`src/rtl/cdda_pkg.sv`:
```
package cdda_pkg;

   localparam int DEF_FIRST_YEAR = 1900;
   localparam int DEF_LAST_YEAR  = 2030;

   localparam int Y_W      = 12;
   localparam int M_W      = 4;
   localparam int D_W      = 5;
   localparam int OFF_W    = 17;
   localparam int OUT_Y_W  = 11;
   localparam int OUT_S_W  = 16;
   localparam int DOY_W    = 9;
   localparam int DBY_W    = 21;
   localparam int REQ_W    = 64;
   localparam int RSP_W    = 56;

   localparam int Q_W         = Y_W - 2;
   localparam int RECIP25     = 1311;
   localparam int RECIP25_SH  = 15;
   localparam int INV25       = 41;
   localparam int INV25_MAX   = 40;

   typedef enum logic [3:0] {
      OP_IDLE,
      OP_LOAD,
      OP_NEXT_B,
      OP_CAP_A,
      OP_CAP_B,
      OP_CALC,
      OP_TEST,
      OP_REM,
      OP_OUT
   } dp_op_type;

   typedef struct packed {
      logic last_bit;
      logic rsp_free;
   } dp_status_type;

   function automatic logic div25(input logic [Q_W-1:0] x);
      logic [2*Q_W-1:0] pr;
      pr = {{Q_W{1'b0}}, x} * (2*Q_W)'(INV25);
      return pr[Q_W-1:0] <= Q_W'(INV25_MAX);
   endfunction

   function automatic logic leap_year(input logic [Y_W-1:0] y);
      logic [Q_W-1:0] q4;
      logic [Q_W-1:0] q16;
      q4  = y[Y_W-1:2];
      q16 = {2'b00, y[Y_W-1:4]};
      return (y[1:0] == 2'b00) && (!div25(q4) || ((y[3:2] == 2'b00) && div25(q16)));
   endfunction

   function automatic logic [D_W-1:0] month_len(input logic [M_W-1:0] m, input logic lp);
      logic [D_W-1:0] n;
      case (m)
         4'd1, 4'd3, 4'd5, 4'd7, 4'd8, 4'd10, 4'd12: n = 5'd31;
         4'd4, 4'd6, 4'd9, 4'd11:                  n = 5'd30;
         4'd2:                                     n = lp ? 5'd29 : 5'd28;
         default:                                  n = 5'd0;
      endcase
      return n;
   endfunction

   function automatic logic [DOY_W-1:0] cum_days(input logic [M_W-1:0] m, input logic lp);
      logic [DOY_W-1:0] n;
      case (m)
         4'd2:    n = 9'd31;
         4'd3:    n = 9'd59;
         4'd4:    n = 9'd90;
         4'd5:    n = 9'd120;
         4'd6:    n = 9'd151;
         4'd7:    n = 9'd181;
         4'd8:    n = 9'd212;
         4'd9:    n = 9'd243;
         4'd10:   n = 9'd273;
         4'd11:   n = 9'd304;
         4'd12:   n = 9'd334;
         default: n = 9'd0;
      endcase
      if (lp && (m > 4'd2)) begin
         n = n + 9'd1;
      end
      return n;
   endfunction

endpackage

```
`src/rtl/cdda_ystart.sv`:
```
module cdda_ystart #(
   parameter int FIRST_YEAR = cdda_pkg::DEF_FIRST_YEAR,
   parameter int LAST_YEAR  = cdda_pkg::DEF_LAST_YEAR,
   localparam int P0    = FIRST_YEAR - 1,
   localparam int P1    = LAST_YEAR,
   localparam int BASE  = 365 * P0 + P0 / 4 - P0 / 100 + P0 / 400,
   localparam int TOP   = 365 * P1 + P1 / 4 - P1 / 100 + P1 / 400 - BASE - 1,
   localparam int SER_W = $clog2(TOP + 1)
) (
   input  logic                       clock,
   input  logic [cdda_pkg::Y_W-1:0]   year,
   output logic [SER_W-1:0]           year_start
);

   localparam int PR_W = cdda_pkg::Q_W + 11;
   localparam int QH_W = PR_W - cdda_pkg::RECIP25_SH;

   logic [cdda_pkg::Y_W-1:0]   p;
   logic [PR_W-1:0]            pr100;
   logic [PR_W-1:0]            pr400;
   logic [cdda_pkg::DBY_W-1:0] sum;

   logic [cdda_pkg::DBY_W-1:0] p365_in, p365_ff;
   logic [cdda_pkg::Q_W-1:0]   q4_in, q4_ff;
   logic [QH_W-1:0]            q100_in, q100_ff;
   logic [QH_W-1:0]            q400_in, q400_ff;

   always_comb begin
      p       = year - cdda_pkg::Y_W'(1);
      p365_in = cdda_pkg::DBY_W'(p) * cdda_pkg::DBY_W'(365);
      q4_in   = p[cdda_pkg::Y_W-1:2];
      pr100   = PR_W'(q4_in) * PR_W'(cdda_pkg::RECIP25);
      pr400   = PR_W'(p[cdda_pkg::Y_W-1:4]) * PR_W'(cdda_pkg::RECIP25);
      q100_in = pr100[PR_W-1:cdda_pkg::RECIP25_SH];
      q400_in = pr400[PR_W-1:cdda_pkg::RECIP25_SH];
   end

   always_ff @(posedge clock) begin
      p365_ff <= p365_in;
      q4_ff   <= q4_in;
      q100_ff <= q100_in;
      q400_ff <= q400_in;
   end

   always_comb begin
      sum = p365_ff + cdda_pkg::DBY_W'(q4_ff) - cdda_pkg::DBY_W'(q100_ff)
            + cdda_pkg::DBY_W'(q400_ff) - cdda_pkg::DBY_W'(BASE);
      year_start = sum[SER_W-1:0];
   end

endmodule

```
`src/rtl/cdda_dp.sv`:
```
module cdda_dp #(
   parameter int FIRST_YEAR = cdda_pkg::DEF_FIRST_YEAR,
   parameter int LAST_YEAR  = cdda_pkg::DEF_LAST_YEAR
) (
   input  logic                           clock,
   input  logic                           reset,
   input  cdda_pkg::dp_op_type            op,
   output cdda_pkg::dp_status_type        status,
   input  logic [cdda_pkg::REQ_W-1:0]     req_tdata,
   output logic                           rsp_tvalid,
   input  logic                           rsp_tready,
   output logic [cdda_pkg::RSP_W-1:0]     rsp_tdata
);

   localparam int SPAN  = LAST_YEAR - FIRST_YEAR;
   localparam int P0    = FIRST_YEAR - 1;
   localparam int P1    = LAST_YEAR;
   localparam int BASE  = 365 * P0 + P0 / 4 - P0 / 100 + P0 / 400;
   localparam int TOP   = 365 * P1 + P1 / 4 - P1 / 100 + P1 / 400 - BASE - 1;
   localparam int SER_W = $clog2(TOP + 1);
   localparam int YB    = (SPAN > 0) ? $clog2(SPAN + 1) : 1;
   localparam int SUM_W = ((SER_W > cdda_pkg::OFF_W) ? SER_W : cdda_pkg::OFF_W) + 2;

   localparam int Y_W   = cdda_pkg::Y_W;
   localparam int M_W   = cdda_pkg::M_W;
   localparam int D_W   = cdda_pkg::D_W;
   localparam int DOY_W = cdda_pkg::DOY_W;

   logic [Y_W-1:0]                      year_a, year_b;
   logic [M_W-1:0]                      month_a, month_b;
   logic [D_W-1:0]                      day_a, day_b;
   logic signed [cdda_pkg::OFF_W-1:0]   day_offset;

   logic                lp_a, lp_b, ok_a, ok_b, lp_y;
   logic [D_W-1:0]      ml_a, ml_b;
   logic [SER_W-1:0]    ys;
   logic signed [SUM_W-1:0] tsum;
   logic [YB-1:0]       cand, knew;
   logic                take;
   logic [M_W-1:0]      mo;
   logic [DOY_W-1:0]    day9;

   logic [Y_W-1:0]                      yq_in, yq_ff;
   logic [Y_W-1:0]                      yb_in, yb_ff;
   logic [DOY_W-1:0]                    doy_a_in, doy_a_ff;
   logic [DOY_W-1:0]                    doy_b_in, doy_b_ff;
   logic                                rep_a_in, rep_a_ff;
   logic                                rep_b_in, rep_b_ff;
   logic signed [cdda_pkg::OFF_W-1:0]   off_in, off_ff;
   logic [SER_W-1:0]                    sa_in, sa_ff;
   logic [SER_W-1:0]                    sb_in, sb_ff;
   logic [SER_W-1:0]                    t_in, t_ff;
   logic [SER_W-1:0]                    diff_in, diff_ff;
   logic                                oor_in, oor_ff;
   logic                                before_in, before_ff;
   logic [YB-1:0]                       mask_in, mask_ff;
   logic [YB-1:0]                       k_in, k_ff;
   logic [DOY_W-1:0]                    rem_in, rem_ff;
   logic                                rsp_valid_in, rsp_valid_ff;
   logic [cdda_pkg::RSP_W-1:0]          rsp_data_in, rsp_data_ff;

   // request fields, lowest bit first
   assign year_a     = req_tdata[11:0];
   assign month_a    = req_tdata[15:12];
   assign day_a      = req_tdata[20:16];
   assign year_b     = req_tdata[32:21];
   assign month_b    = req_tdata[36:33];
   assign day_b      = req_tdata[41:37];
   assign day_offset = req_tdata[58:42];

   cdda_ystart #(
      .FIRST_YEAR (FIRST_YEAR),
      .LAST_YEAR  (LAST_YEAR)
   ) u_ystart (
      .clock      (clock),
      .year       (yq_ff),
      .year_start (ys)
   );

   always_comb begin
      lp_a = cdda_pkg::leap_year(year_a);
      lp_b = cdda_pkg::leap_year(year_b);
      ml_a = cdda_pkg::month_len(month_a, lp_a);
      ml_b = cdda_pkg::month_len(month_b, lp_b);
      ok_a = (year_a >= Y_W'(FIRST_YEAR)) && (year_a <= Y_W'(LAST_YEAR))
             && (ml_a != '0) && (day_a != '0) && (day_a <= ml_a);
      ok_b = (year_b >= Y_W'(FIRST_YEAR)) && (year_b <= Y_W'(LAST_YEAR))
             && (ml_b != '0) && (day_b != '0) && (day_b <= ml_b);

      cand = k_ff | mask_ff;
      take = (cand <= YB'(SPAN)) && (ys <= t_ff);
      knew = take ? cand : k_ff;

      tsum = $signed({{(SUM_W - SER_W){1'b0}}, sa_ff}) + SUM_W'(off_ff);

      lp_y = cdda_pkg::leap_year(yq_ff);
      mo   = M_W'(1);
      for (int i = 2; i <= 12; i++) begin
         if (rem_ff >= cdda_pkg::cum_days(M_W'(i), lp_y)) begin
            mo = M_W'(i);
         end
      end
      day9 = rem_ff - cdda_pkg::cum_days(mo, lp_y) + DOY_W'(1);
   end

   always_comb begin
      yq_in        = yq_ff;
      yb_in        = yb_ff;
      doy_a_in     = doy_a_ff;
      doy_b_in     = doy_b_ff;
      rep_a_in     = rep_a_ff;
      rep_b_in     = rep_b_ff;
      off_in       = off_ff;
      sa_in        = sa_ff;
      sb_in        = sb_ff;
      t_in         = t_ff;
      diff_in      = diff_ff;
      oor_in       = oor_ff;
      before_in    = before_ff;
      mask_in      = mask_ff;
      k_in         = k_ff;
      rem_in       = rem_ff;
      rsp_data_in  = rsp_data_ff;
      rsp_valid_in = rsp_valid_ff && !rsp_tready;
      case (op)
         cdda_pkg::OP_LOAD: begin
            yq_in    = ok_a ? year_a : Y_W'(FIRST_YEAR);
            yb_in    = ok_b ? year_b : Y_W'(FIRST_YEAR);
            doy_a_in = ok_a ? cdda_pkg::cum_days(month_a, lp_a) + DOY_W'(day_a) - DOY_W'(1)
                            : '0;
            doy_b_in = ok_b ? cdda_pkg::cum_days(month_b, lp_b) + DOY_W'(day_b) - DOY_W'(1)
                            : '0;
            rep_a_in = !ok_a;
            rep_b_in = !ok_b;
            off_in   = day_offset;
         end
         cdda_pkg::OP_NEXT_B: begin
            yq_in = yb_ff;
         end
         cdda_pkg::OP_CAP_A: begin
            sa_in = ys + SER_W'(doy_a_ff);
         end
         cdda_pkg::OP_CAP_B: begin
            sb_in = ys + SER_W'(doy_b_ff);
         end
         cdda_pkg::OP_CALC: begin
            if (tsum[SUM_W-1]) begin
               t_in   = '0;
               oor_in = 1'b1;
            end else if (tsum > SUM_W'(TOP)) begin
               t_in   = SER_W'(TOP);
               oor_in = 1'b1;
            end else begin
               t_in   = tsum[SER_W-1:0];
               oor_in = 1'b0;
            end
            diff_in         = (sa_ff >= sb_ff) ? sa_ff - sb_ff : sb_ff - sa_ff;
            before_in       = sa_ff < sb_ff;
            mask_in         = '0;
            mask_in[YB-1]   = 1'b1;
            k_in            = '0;
            yq_in           = Y_W'(FIRST_YEAR + (1 << (YB - 1)));
         end
         cdda_pkg::OP_TEST: begin
            k_in    = knew;
            mask_in = mask_ff >> 1;
            yq_in   = Y_W'(FIRST_YEAR) + Y_W'(knew | (mask_ff >> 1));
         end
         cdda_pkg::OP_REM: begin
            rem_in = DOY_W'(t_ff - ys);
         end
         cdda_pkg::OP_OUT: begin
            rsp_valid_in = 1'b1;
            rsp_data_in  = {rep_b_ff,
                            rep_a_ff,
                            cdda_pkg::OUT_S_W'(sa_ff),
                            before_ff,
                            cdda_pkg::OUT_S_W'(diff_ff),
                            oor_ff,
                            day9[D_W-1:0],
                            mo,
                            cdda_pkg::OUT_Y_W'(yq_ff)};
         end
         default: begin
         end
      endcase
   end

   always_ff @(posedge clock) begin
      if (reset) begin
         rsp_valid_ff <= 1'b0;
         mask_ff      <= '0;
      end else begin
         rsp_valid_ff <= rsp_valid_in;
         mask_ff      <= mask_in;
      end
   end

   always_ff @(posedge clock) begin
      yq_ff       <= yq_in;
      yb_ff       <= yb_in;
      doy_a_ff    <= doy_a_in;
      doy_b_ff    <= doy_b_in;
      rep_a_ff    <= rep_a_in;
      rep_b_ff    <= rep_b_in;
      off_ff      <= off_in;
      sa_ff       <= sa_in;
      sb_ff       <= sb_in;
      t_ff        <= t_in;
      diff_ff     <= diff_in;
      oor_ff      <= oor_in;
      before_ff   <= before_in;
      k_ff        <= k_in;
      rem_ff      <= rem_in;
      rsp_data_ff <= rsp_data_in;
   end

   assign status.last_bit = mask_ff[0];
   assign status.rsp_free = !rsp_valid_ff || rsp_tready;
   assign rsp_tvalid      = rsp_valid_ff;
   assign rsp_tdata       = rsp_data_ff;

`ifndef ASSERT_OFF
   a_rsp_date_sane: assert property (@(posedge clock) disable iff (reset)
      rsp_valid_ff |-> (rsp_data_ff[14:11] >= 4'd1 && rsp_data_ff[14:11] <= 4'd12
                        && rsp_data_ff[19:15] != 5'd0))
      else $error("result date has a bad month or day");

   a_target_clamped: assert property (@(posedge clock) disable iff (reset)
      op == cdda_pkg::OP_CALC |=> t_ff <= SER_W'(TOP))
      else $error("shifted day number above range end");

   a_mask_onehot: assert property (@(posedge clock) disable iff (reset)
      $onehot0(mask_ff))
      else $error("year search mask not one-hot");

   a_rem_in_year: assert property (@(posedge clock) disable iff (reset)
      op == cdda_pkg::OP_REM |=> rem_ff < DOY_W'(366))
      else $error("day within year out of range");

   a_out_slot_free: assert property (@(posedge clock) disable iff (reset)
      op == cdda_pkg::OP_OUT |-> (!rsp_valid_ff || rsp_tready))
      else $error("result written over a pending one");
`endif

endmodule

```
`src/rtl/cdda_ctrl.sv`:
```
module cdda_ctrl (
   input  logic                      clock,
   input  logic                      reset,
   input  logic                      req_tvalid,
   output logic                      req_tready,
   input  cdda_pkg::dp_status_type   status,
   output cdda_pkg::dp_op_type       op
);

   typedef enum logic [3:0] {
      S_IDLE,
      S_NEXT_B,
      S_CAP_A,
      S_CAP_B,
      S_CALC,
      S_PROD,
      S_TEST,
      S_FIN,
      S_REM,
      S_OUT
   } state_type;

   state_type state_in, state_ff;
   logic      ready_in, ready_ff;

   always_comb begin
      state_in = state_ff;
      ready_in = ready_ff;
      op       = cdda_pkg::OP_IDLE;
      case (state_ff)
         S_IDLE: begin
            if (req_tvalid && ready_ff) begin
               op       = cdda_pkg::OP_LOAD;
               state_in = S_NEXT_B;
               ready_in = 1'b0;
            end
         end
         S_NEXT_B: begin
            op       = cdda_pkg::OP_NEXT_B;
            state_in = S_CAP_A;
         end
         S_CAP_A: begin
            op       = cdda_pkg::OP_CAP_A;
            state_in = S_CAP_B;
         end
         S_CAP_B: begin
            op       = cdda_pkg::OP_CAP_B;
            state_in = S_CALC;
         end
         S_CALC: begin
            op       = cdda_pkg::OP_CALC;
            state_in = S_PROD;
         end
         S_PROD: begin
            state_in = S_TEST;
         end
         S_TEST: begin
            op       = cdda_pkg::OP_TEST;
            state_in = status.last_bit ? S_FIN : S_PROD;
         end
         S_FIN: begin
            state_in = S_REM;
         end
         S_REM: begin
            op       = cdda_pkg::OP_REM;
            state_in = S_OUT;
         end
         S_OUT: begin
            if (status.rsp_free) begin
               op       = cdda_pkg::OP_OUT;
               state_in = S_IDLE;
               ready_in = 1'b1;
            end
         end
         default: begin
            state_in = S_IDLE;
            ready_in = 1'b1;
         end
      endcase
   end

   always_ff @(posedge clock) begin
      if (reset) begin
         state_ff <= S_IDLE;
         ready_ff <= 1'b1;
      end else begin
         state_ff <= state_in;
         ready_ff <= ready_in;
      end
   end

   assign req_tready = ready_ff;

endmodule

```
`src/rtl/calendar_date_day_arithmetic.sv`:
```
// Gregorian date arithmetic on a day-number scale starting at FIRST_YEAR-01-01.
// Request channel (req_): two dates A and B and a signed day offset. Invalid
// dates are replaced by FIRST_YEAR-01-01 and flagged.
// Response channel (rsp_): A shifted by the offset (saturated to the year
// range and flagged), |A - B| in days, A-before-B, the day number of A and
// the two replacement flags. One response per request.
// One request is in work at a time. Its processing time is set mostly by
// the binary search for the year of the shifted date: each step waits for
// the registered output of the shared year-start unit, then does the compare.
// A finished response sits in the output register; the next request is
// accepted while it waits. If rsp_tready stays low, the following result
// holds inside the block until the register frees up.
// Reset (synchronous, active high) returns to idle with req_tready high
// and drops any pending response.
module calendar_date_day_arithmetic #(
   parameter int FIRST_YEAR = cdda_pkg::DEF_FIRST_YEAR,
   parameter int LAST_YEAR  = cdda_pkg::DEF_LAST_YEAR
) (
   input  logic                         clock,
   input  logic                         reset,
   input  logic                         req_tvalid,
   output logic                         req_tready,
   // year_a[11:0] month_a[15:12] day_a[20:16] year_b[32:21] month_b[36:33]
   // day_b[41:37] day_offset[58:42] zero[63:59]
   input  logic [cdda_pkg::REQ_W-1:0]   req_tdata,
   output logic                         rsp_tvalid,
   input  logic                         rsp_tready,
   // shifted_year[10:0] shifted_month[14:11] shifted_day[19:15]
   // shift_out_of_range[20] day_difference[36:21] a_before_b[37]
   // serial_a[53:38] a_replaced[54] b_replaced[55]
   output logic [cdda_pkg::RSP_W-1:0]   rsp_tdata
);

   cdda_pkg::dp_op_type      op;
   cdda_pkg::dp_status_type  status;

   cdda_ctrl u_ctrl (
      .clock      (clock),
      .reset      (reset),
      .req_tvalid (req_tvalid),
      .req_tready (req_tready),
      .status     (status),
      .op         (op)
   );

   cdda_dp #(
      .FIRST_YEAR (FIRST_YEAR),
      .LAST_YEAR  (LAST_YEAR)
   ) u_dp (
      .clock      (clock),
      .reset      (reset),
      .op         (op),
      .status     (status),
      .req_tdata  (req_tdata),
      .rsp_tvalid (rsp_tvalid),
      .rsp_tready (rsp_tready),
      .rsp_tdata  (rsp_tdata)
   );

endmodule
```
`config.mk`:
```
export PLATFORM = sky130hd
export DESIGN_NAME = calendar_date_day_arithmetic
export DESIGN_NICKNAME = d
export VERILOG_FILES = /design/src/rtl/cdda_pkg.sv /design/src/rtl/cdda_ystart.sv /design/src/rtl/cdda_dp.sv /design/src/rtl/cdda_ctrl.sv /design/src/rtl/calendar_date_day_arithmetic.sv
export SDC_FILE = /design/constraint.sdc
export NUM_CORES = 1
export LEC_CHECK = 0
export ABC_AREA = 1
export BUFFER_PORTS_ARGS = -buffer_cell sky130_fd_sc_hd__buf_2
export CAP_MARGIN = 20
export CORE_UTILIZATION = 55
export DETAILED_ROUTE_END_ITERATION = 8
export GPL_TIMING_DRIVEN = 0
export HOLD_SLACK_MARGIN = 0.12
export MAX_ROUTING_LAYER = met4
export PLACE_DENSITY = 0.78
export RECOVER_POWER = 50
export SLEW_MARGIN = 20
export SYNTH_ARGS = -nofsm -noshare
export SYNTH_HDL_FRONTEND = slang
export SYNTH_SLANG_ARGS = --single-unit
```
`constraint.sdc`:
```
create_clock -name clock -period 9.5 [get_ports clock]
set_input_delay 0.475 -clock clock [delete_from_list [all_inputs] [get_ports clock]]
set_output_delay 0.475 -clock clock [all_outputs]
set_load 0.01 [all_outputs]
```
==> results of run 1 <==
==> per-layer routing <==
layer / vias up / track usage
li1: 9420 / -
met5: - / -
met4: 0 / 0.0805
met2: 504 / 0.441
met3: 114 / 0.0268
met1: 8795 / 0.315
==> what timing repair did <==
item / in CTS / in global routing
setup buffers: 0 / 0
resized for setup: 0 / 0
endpoints found under the setup margin: 0 / 0
hold endpoints to repair: 17 / 0
hold buffers: 16 / 0
==> worst paths after layout <==
kind | start | end
hold / removal | req_tdata[42] | u_dp.off_ff[0]$_DFFE_PP_
setup reg to reg | u_dp.yq_ff[6]$_DFFE_PP_ | u_dp.rsp_tdata[19]$_DFFE_PP_
hold reg to reg | u_dp.diff_ff[6]$_DFFE_PP_ | u_dp.rsp_tdata[27]$_DFFE_PP_
setup / recovery | u_dp.yq_ff[6]$_DFFE_PP_ | u_dp.rsp_tdata[19]$_DFFE_PP_
==> critical path: cells and delay by family (launching register included) <==
family                     cells  cell delay, ns
adders and majority gates      9            2.92
and+or+nand+nor               25            2.10
xor gates and xnor gates       5            0.92
DFF                            1            0.59
AOI/OAI and AO/OA              2            0.46
buffers and inverters          4            0.40
==> logic make-up after synthesis <==
kind of cell,share of synthesized area
AND/OR/NAND/NOR,0.161
buffers and inverters,0.0968
adder cells (fa/ha/maj),0.304
AO/OA/AOI/OAI,0.0879
flip-flops,0.295
XOR/XNOR,0.0542
other,0.000316
multiplexers,0.000843
==> stage by stage <==
| stage | instances | setup WS, ns | hold slack (ns) |
|---|---|---|---|
| after CTS | 3514 | 1.89 | 0.141 |
| final | 3516 | 1.85 | 0.258 |
| after global placement | 3437 | 2.07 | 0.402 |
| after floorplan | 2779 | 2.97 | 0.400 |
| after global routing | 3516 | 1.21 | 0.237 |
| after detailed placement | 3445 | 1.91 | 0.405 |
==> cell type report <==
class,instances,share of cell area
timing repair buffer,143,0.0297
tap,539,0.0258
inverter,581,0.0837
buffer,25,0.00436
antenna,2,0.000192
clock buffer,38,0.0298
sequential,250,0.268
multi-input combinational,1923,0.553
clock inverter,15,0.00479
==> flip-flops by register name, summed over array words and instances, names as in the netlist, 4 cells and up <==
name and cells:
u_dp.mask_ff 8, u_dp.rem_ff 9, u_dp.rsp_tdata 56, u_dp.u_ystart.p365_ff 16, u_dp.doy_a_ff 9, u_dp.u_ystart.q4_ff 10, u_ctrl.state_ff 4, u_dp.sa_ff 16
u_dp.diff_ff 16, u_dp.sb_ff 16, u_dp.u_ystart.q100_ff 6, u_dp.doy_b_ff 9, u_dp.t_ff 16, u_dp.u_ystart.q400_ff 4, u_dp.yq_ff 12, u_dp.k_ff 8
u_dp.yb_ff 12, u_dp.off_ff 17
==> layout by cell type, fill, tap and decap left out, drive strengths merged, types with 3 or more instances in the layout <==
cell | Yosys | final
nor2 | 185 | 185
a21boi | 4 | 4
o21bai | 8 | 8
a211oi | 5 | 5
clkbuf | 11 | 114
o21ai | 96 | 96
a31oi | 10 | 10
o21a | 4 | 4
buf | 14 | 76
inv | 580 | 582
o22ai | 6 | 6
dfxtp | 50 | 50
edfxtp | 200 | 200
clkinv | 1 | 12
nand2 | 485 | 485
a21oi | 194 | 194
nor3b | 4 | 4
o311ai | 3 | 3
o2111ai | 7 | 7
xor2 | 108 | 108
nor3 | 32 | 32
a21o | 11 | 11
and2 | 3 | 3
nand3b | 9 | 9
nor4 | 10 | 10
nand4 | 28 | 28
fa | 109 | 109
conb | 2 | 4
xnor2 | 36 | 36
nand3 | 128 | 128
or2 | 9 | 9
dlygate4sd3 | 0 | 16
o211ai | 7 | 7
ha | 403 | 403
==> results.json, run 1 <==
{
  "fmax_mhz": 131,
  "place_area_mm2": 0.0252,
  "track_usage": 0.256,
  "synth_area_mm2": 0.0237,
  "r2r_cells": 45,
  "cts_tree": "built",
  "crit_path_top_delay_cell": "edfxtp_1",
  "io_pins": 126,
  "met1_length_um": 23700,
  "vias": 18833,
  "finalCritPeriodShare": 0.805,
  "wire_per_inst_um": 15.4,
  "hold_class": "in -> reg",
  "crit_path_max_incr_delay_ns": 0.59,
  "cts_max_path_buffers": 3,
  "async_flop_share": 0,
  "yosysWarnings": 0,
  "finish.utilization": 0.618,
  "cp.arrival_ns": 7.97,
  "synth_seq_cells": 250,
  "fin_skew_ns": 0.0204,
  "grt_max_degree": 29,
  "drt_iter0_drc": 1176,
  "drive_gt1_frac": 0.0545,
  "finalHoldViolations": 0,
  "top_layer_used": "met4",
  "slew_headroom": -0.0205,
  "worstPathRequired_ns": 9.82,
  "nFillCells": 3605,
  "route.detailed.drc": 0,
  "drv_cap": 1,
  "cts_buffers": 29,
  "viasPerCell": 5.36,
  "ys.flop_type": "edfxtp_1",
  "clkTransAtPathRegs_ns": 0.06,
  "post-synth-top-area-cell": "edfxtp_1",
  "grt_pass1_wl_um": 89100,
  "dr_wl_met3_um": 2470,
  "clk_latency_ns": 0.57,
  "finish.instance_area_mm2": 0.0261,
  "cts-root-buf": "clkbuf_16",
  "die_h_um": 210,
  "end_kind": "register",
  "multi_input_area_mm2": 0.0145,
  "yosysSeqAreaShare": 0.295,
  "synth_edf_count": 200,
  "num-nets-final": 3533,
  "syn_avg_cell_area_um2": 8.55,
  "yosysTopAreaCellShare": 0.253,
  "violations": "capacitance limit, slew limit",
  "start_util": 0.562,
  "clock_sinks": 250,
  "synthToLayoutAreaGrowth_pct": 9.98,
  "synthTopCellsByCount": "inv_1, nand2_1, ha_1",
  "hold_depth": 1,
  "hpwlAfterDp_um": 44600,
  "die_area_mm2": 0.0440,
  "synthTopCellsByArea": "edfxtp_1, ha_1, fa_1",
  "wirelength_um": 54000,
  "core_mm2": 0.0422,
  "rsz0062_at_grt": "no",
  "synthCells": 2777,
  "critPathMostFrequentCell": "nand2_1",
  "wl_met2_um": 26200,
  "io_buffers": 119,
  "tns_ns": 0,
  "worstSetupPathType": "reg -> reg",
  "critPathLaunchType": "register",
  "slew_violations": 27,
  "grt_pass1_vias": 18940,
  "seqCellArea_mm2": 0.00701,
  "r2r_slack_ns": 1.85,
  "antenna_found_initial": 2,
  "ant_nets": 0,
  "final.min_clock_period_ns": 7.65,
  "cp_max_fo": 9,
  "htreeDepth": 1,
  "ys_types": 62,
  "worst_pin_slew_ns": 1.53,
  "yosysMostFrequentCell": "inv_1",
  "drt_pre_antenna_iters": 5,
  "overflow": 0,
  "rows": 75,
  "setup_violations": 0,
  "gp_congestion": 0.958,
  "die_x_um": 210,
  "status": "finished with violations"
}
Power of run 1 is left out: the tool's default activity adds up to more than one toggle a clock period on the data nets, which glitch-free logic cannot reach.
==> inputs of run 2 (changes only) <==
Settings changed: PLACE_DENSITY 0.78 to 0.81.
Clock period 9.5 ns to 6.6 ns, I/O delays scaled along.
==> run 2 against run 1 <==
  * The run ends with setup timing left
  * Final area increased by 4.3%
  * Sequential share of layout area decreased by 1.1 points
  * Routed wire length increased by 5.6%
  * Count of clock-buffer cells in the layout decreased by 5
  * Cell count increased by 1.4%
  * Global-route usage increased by 0.57 points
  * Sequential cell count unchanged
  * Die area unchanged
  * Register-to-register slack got worse by 2.1 ns
  * Clock skew decreased by 0.0036 ns
  * Critical path type unchanged
  * Largest cell class unchanged
==> results.json, run 2 (synthesis results as in run 1) <==
{
  "route.detailed.drc": 0,
  "start_util": 0.562,
  "core_mm2": 0.0422,
  "rows": 75,
  "hold_ws_ns": 0.146,
  "die_area_mm2": 0.0440,
  "drt_iter0_drc": 1279,
  "largest_reg_flops": 56,
  "viasPerCell": 5.44,
  "r2r_cells": 36,
  "worst_pin_slew_ns": 1.09,
  "regToRegStartpoint": "u_dp.yq_ff[4]$_DFFE_PP_",
  "status": "finished with violations",
  "r2r_slack_ns": -0.23,
  "io_buffers": 119,
  "finalCritPeriodShare": 1.03,
  "end_kind": "register",
  "grt_pass1_wl_um": 91000,
  "cp.arrival_ns": 7.16,
  "finalHoldViolations": 0,
  "worstPathRequired_ns": 6.93,
  "vias": 19387,
  "drv_cap": 0,
  "cts_buffers": 29,
  "track_usage": 0.261,
  "setup_violations": 1,
  "num-nets-final": 3580,
  "cts_tree": "built",
  "overflow": 0,
  "wire_per_inst_um": 16.0,
  "slew_violations": 0,
  "worstSetupPathType": "reg -> reg",
  "synthToLayoutAreaGrowth_pct": 14.7,
  "fin_skew_ns": 0.0168,
  "r2r-end": "u_dp.rsp_tdata[19]$_DFFE_PP_",
  "layout_commonest_cell": "inv_1",
  "ant_nets": 0,
  "fmax_mhz": 146,
  "worstHoldStart": "req_tdata[27]",
  "crit_family": "adder cells",
  "dp_worst_setup_slack_ns": -1.03,
  "hold_depth": 3,
  "final_cell_mix": "inv_1, nand2_1, ha_1, edfxtp_1, a21oi_1",
  "hpwlAfterDp_um": 44500,
  "drt_pre_antenna_iters": 6,
  "crit_path_top_delay_cell": "fa_1",
  "crit_path_max_incr_delay_ns": 0.54,
  "cts-root-buf": "clkbuf_16",
  "finish.utilization": 0.645,
  "grt_pass1_vias": 19168,
  "die_x_um": 210,
  "io_pins": 126,
  "clk_latency_ns": 0.58,
  "cts_max_path_buffers": 3,
  "hold_end": "u_dp.yb_ff[6]$_SDFFCE_PN1P_",
  "drive_gt1_frac": 0.119,
  "htreeDepth": 1,
  "slew_headroom": 0.273,
  "wirelength_um": 57000,
  "clkTransAtPathRegs_ns": 0.06,
  "clock_sinks": 250,
  "grt_max_degree": 29,
  "rsz0062_at_grt": "yes",
  "critPathMostFrequentCell": "ha_1",
  "gp_congestion": 0.935,
  "cp_max_fo": 6,
  "die_h_um": 210,
  "hold_class": "in -> reg",
  "antenna_found_initial": 3,
  "critical_path_buf_inv_count": 6,
  "postLayoutSetupSlackWorst_ns": -0.228,
  "violations": "setup timing",
  "final.min_clock_period_ns": 6.83,
  "critPathLaunchType": "register"
}
run 2: worst max path at each step:
stage | from | endpoint | slack [ns] | depth (start not counted)
2_1_floorplan | u_dp.yq_ff[7]$_DFFE_PP_ | u_dp.rsp_tdata[19]$_DFFE_PP_ | 0.07 | 42
3_3_place_gp | u_dp.yq_ff[7]$_DFFE_PP_ | u_dp.rsp_tdata[19]$_DFFE_PP_ | -0.85 | 43
3_5_place_dp | u_dp.yq_ff[7]$_DFFE_PP_ | u_dp.rsp_tdata[19]$_DFFE_PP_ | -1.03 | 43
4_1_cts | u_dp.yq_ff[4]$_DFFE_PP_ | u_dp.rsp_tdata[19]$_DFFE_PP_ | -0.005 | 47
5_1_grt | u_dp.yq_ff[9]$_DFFE_PP_ | u_dp.rsp_tdata[19]$_DFFE_PP_ | -0.58 | 42
6_report | u_dp.yq_ff[4]$_DFFE_PP_ | u_dp.rsp_tdata[19]$_DFFE_PP_ | -0.23 | 36
run 2: area by class of cell:
class / instances / area, µm²
flip-flops and latches: 250 / 7010
repair buffers: 190 / 1260
inverters: 581 / 2200
clock inverters: 20 / 191
well taps: 539 / 674
fillers: 3294 / 15000
diodes: 4 / 10.0
clock buffers: 33 / 741
plain buffers: 25 / 114
multi-input cells: 1923 / 15000
run 2: through the flow:
step	instances	TNS [ns]	area (µm²)
finish	3565	-0.228	27200
global placement	3437	-1.83	25000
global route	3564	-1.48	27200
CTS	3549	-0.00506	27000
detailed placement	3444	-2.83	25200
floorplan	2779	0	23800
run 2: timing repair:
item,4_1_cts,5_1_grt
hold buffers,20,0
hold endpoints to repair,23,0
setup buffers,32,14
resized for setup,77,41
pin swaps,44,44
endpoints found under the setup margin,7,7
run 2: worst reg2reg max path: cells and delay by family (launching register included):
kind | cells | cell delay (ns)
buf+inv | 6 | 0.66
flops | 1 | 0.48
xor+xnor | 3 | 0.57
fa+ha+maj | 10 | 2.73
compound gates | 3 | 0.67
simple gates | 14 | 1.50
run 2: routing by layer:
| metal | vias to the layer above | GRT usage | wire length [µm] |
|---|---|---|---|
| met3 | 167 | 0.0286 | 2910 |
| met2 | 622 | 0.453 | 27500 |
| li1 | 9520 | - | - |
| met4 | 0 | 0.0921 | 2440 |
| met5 | - | - | 0 |
| met1 | 9078 | 0.316 | 24100 |
Power of run 2 is left out for the same reason.
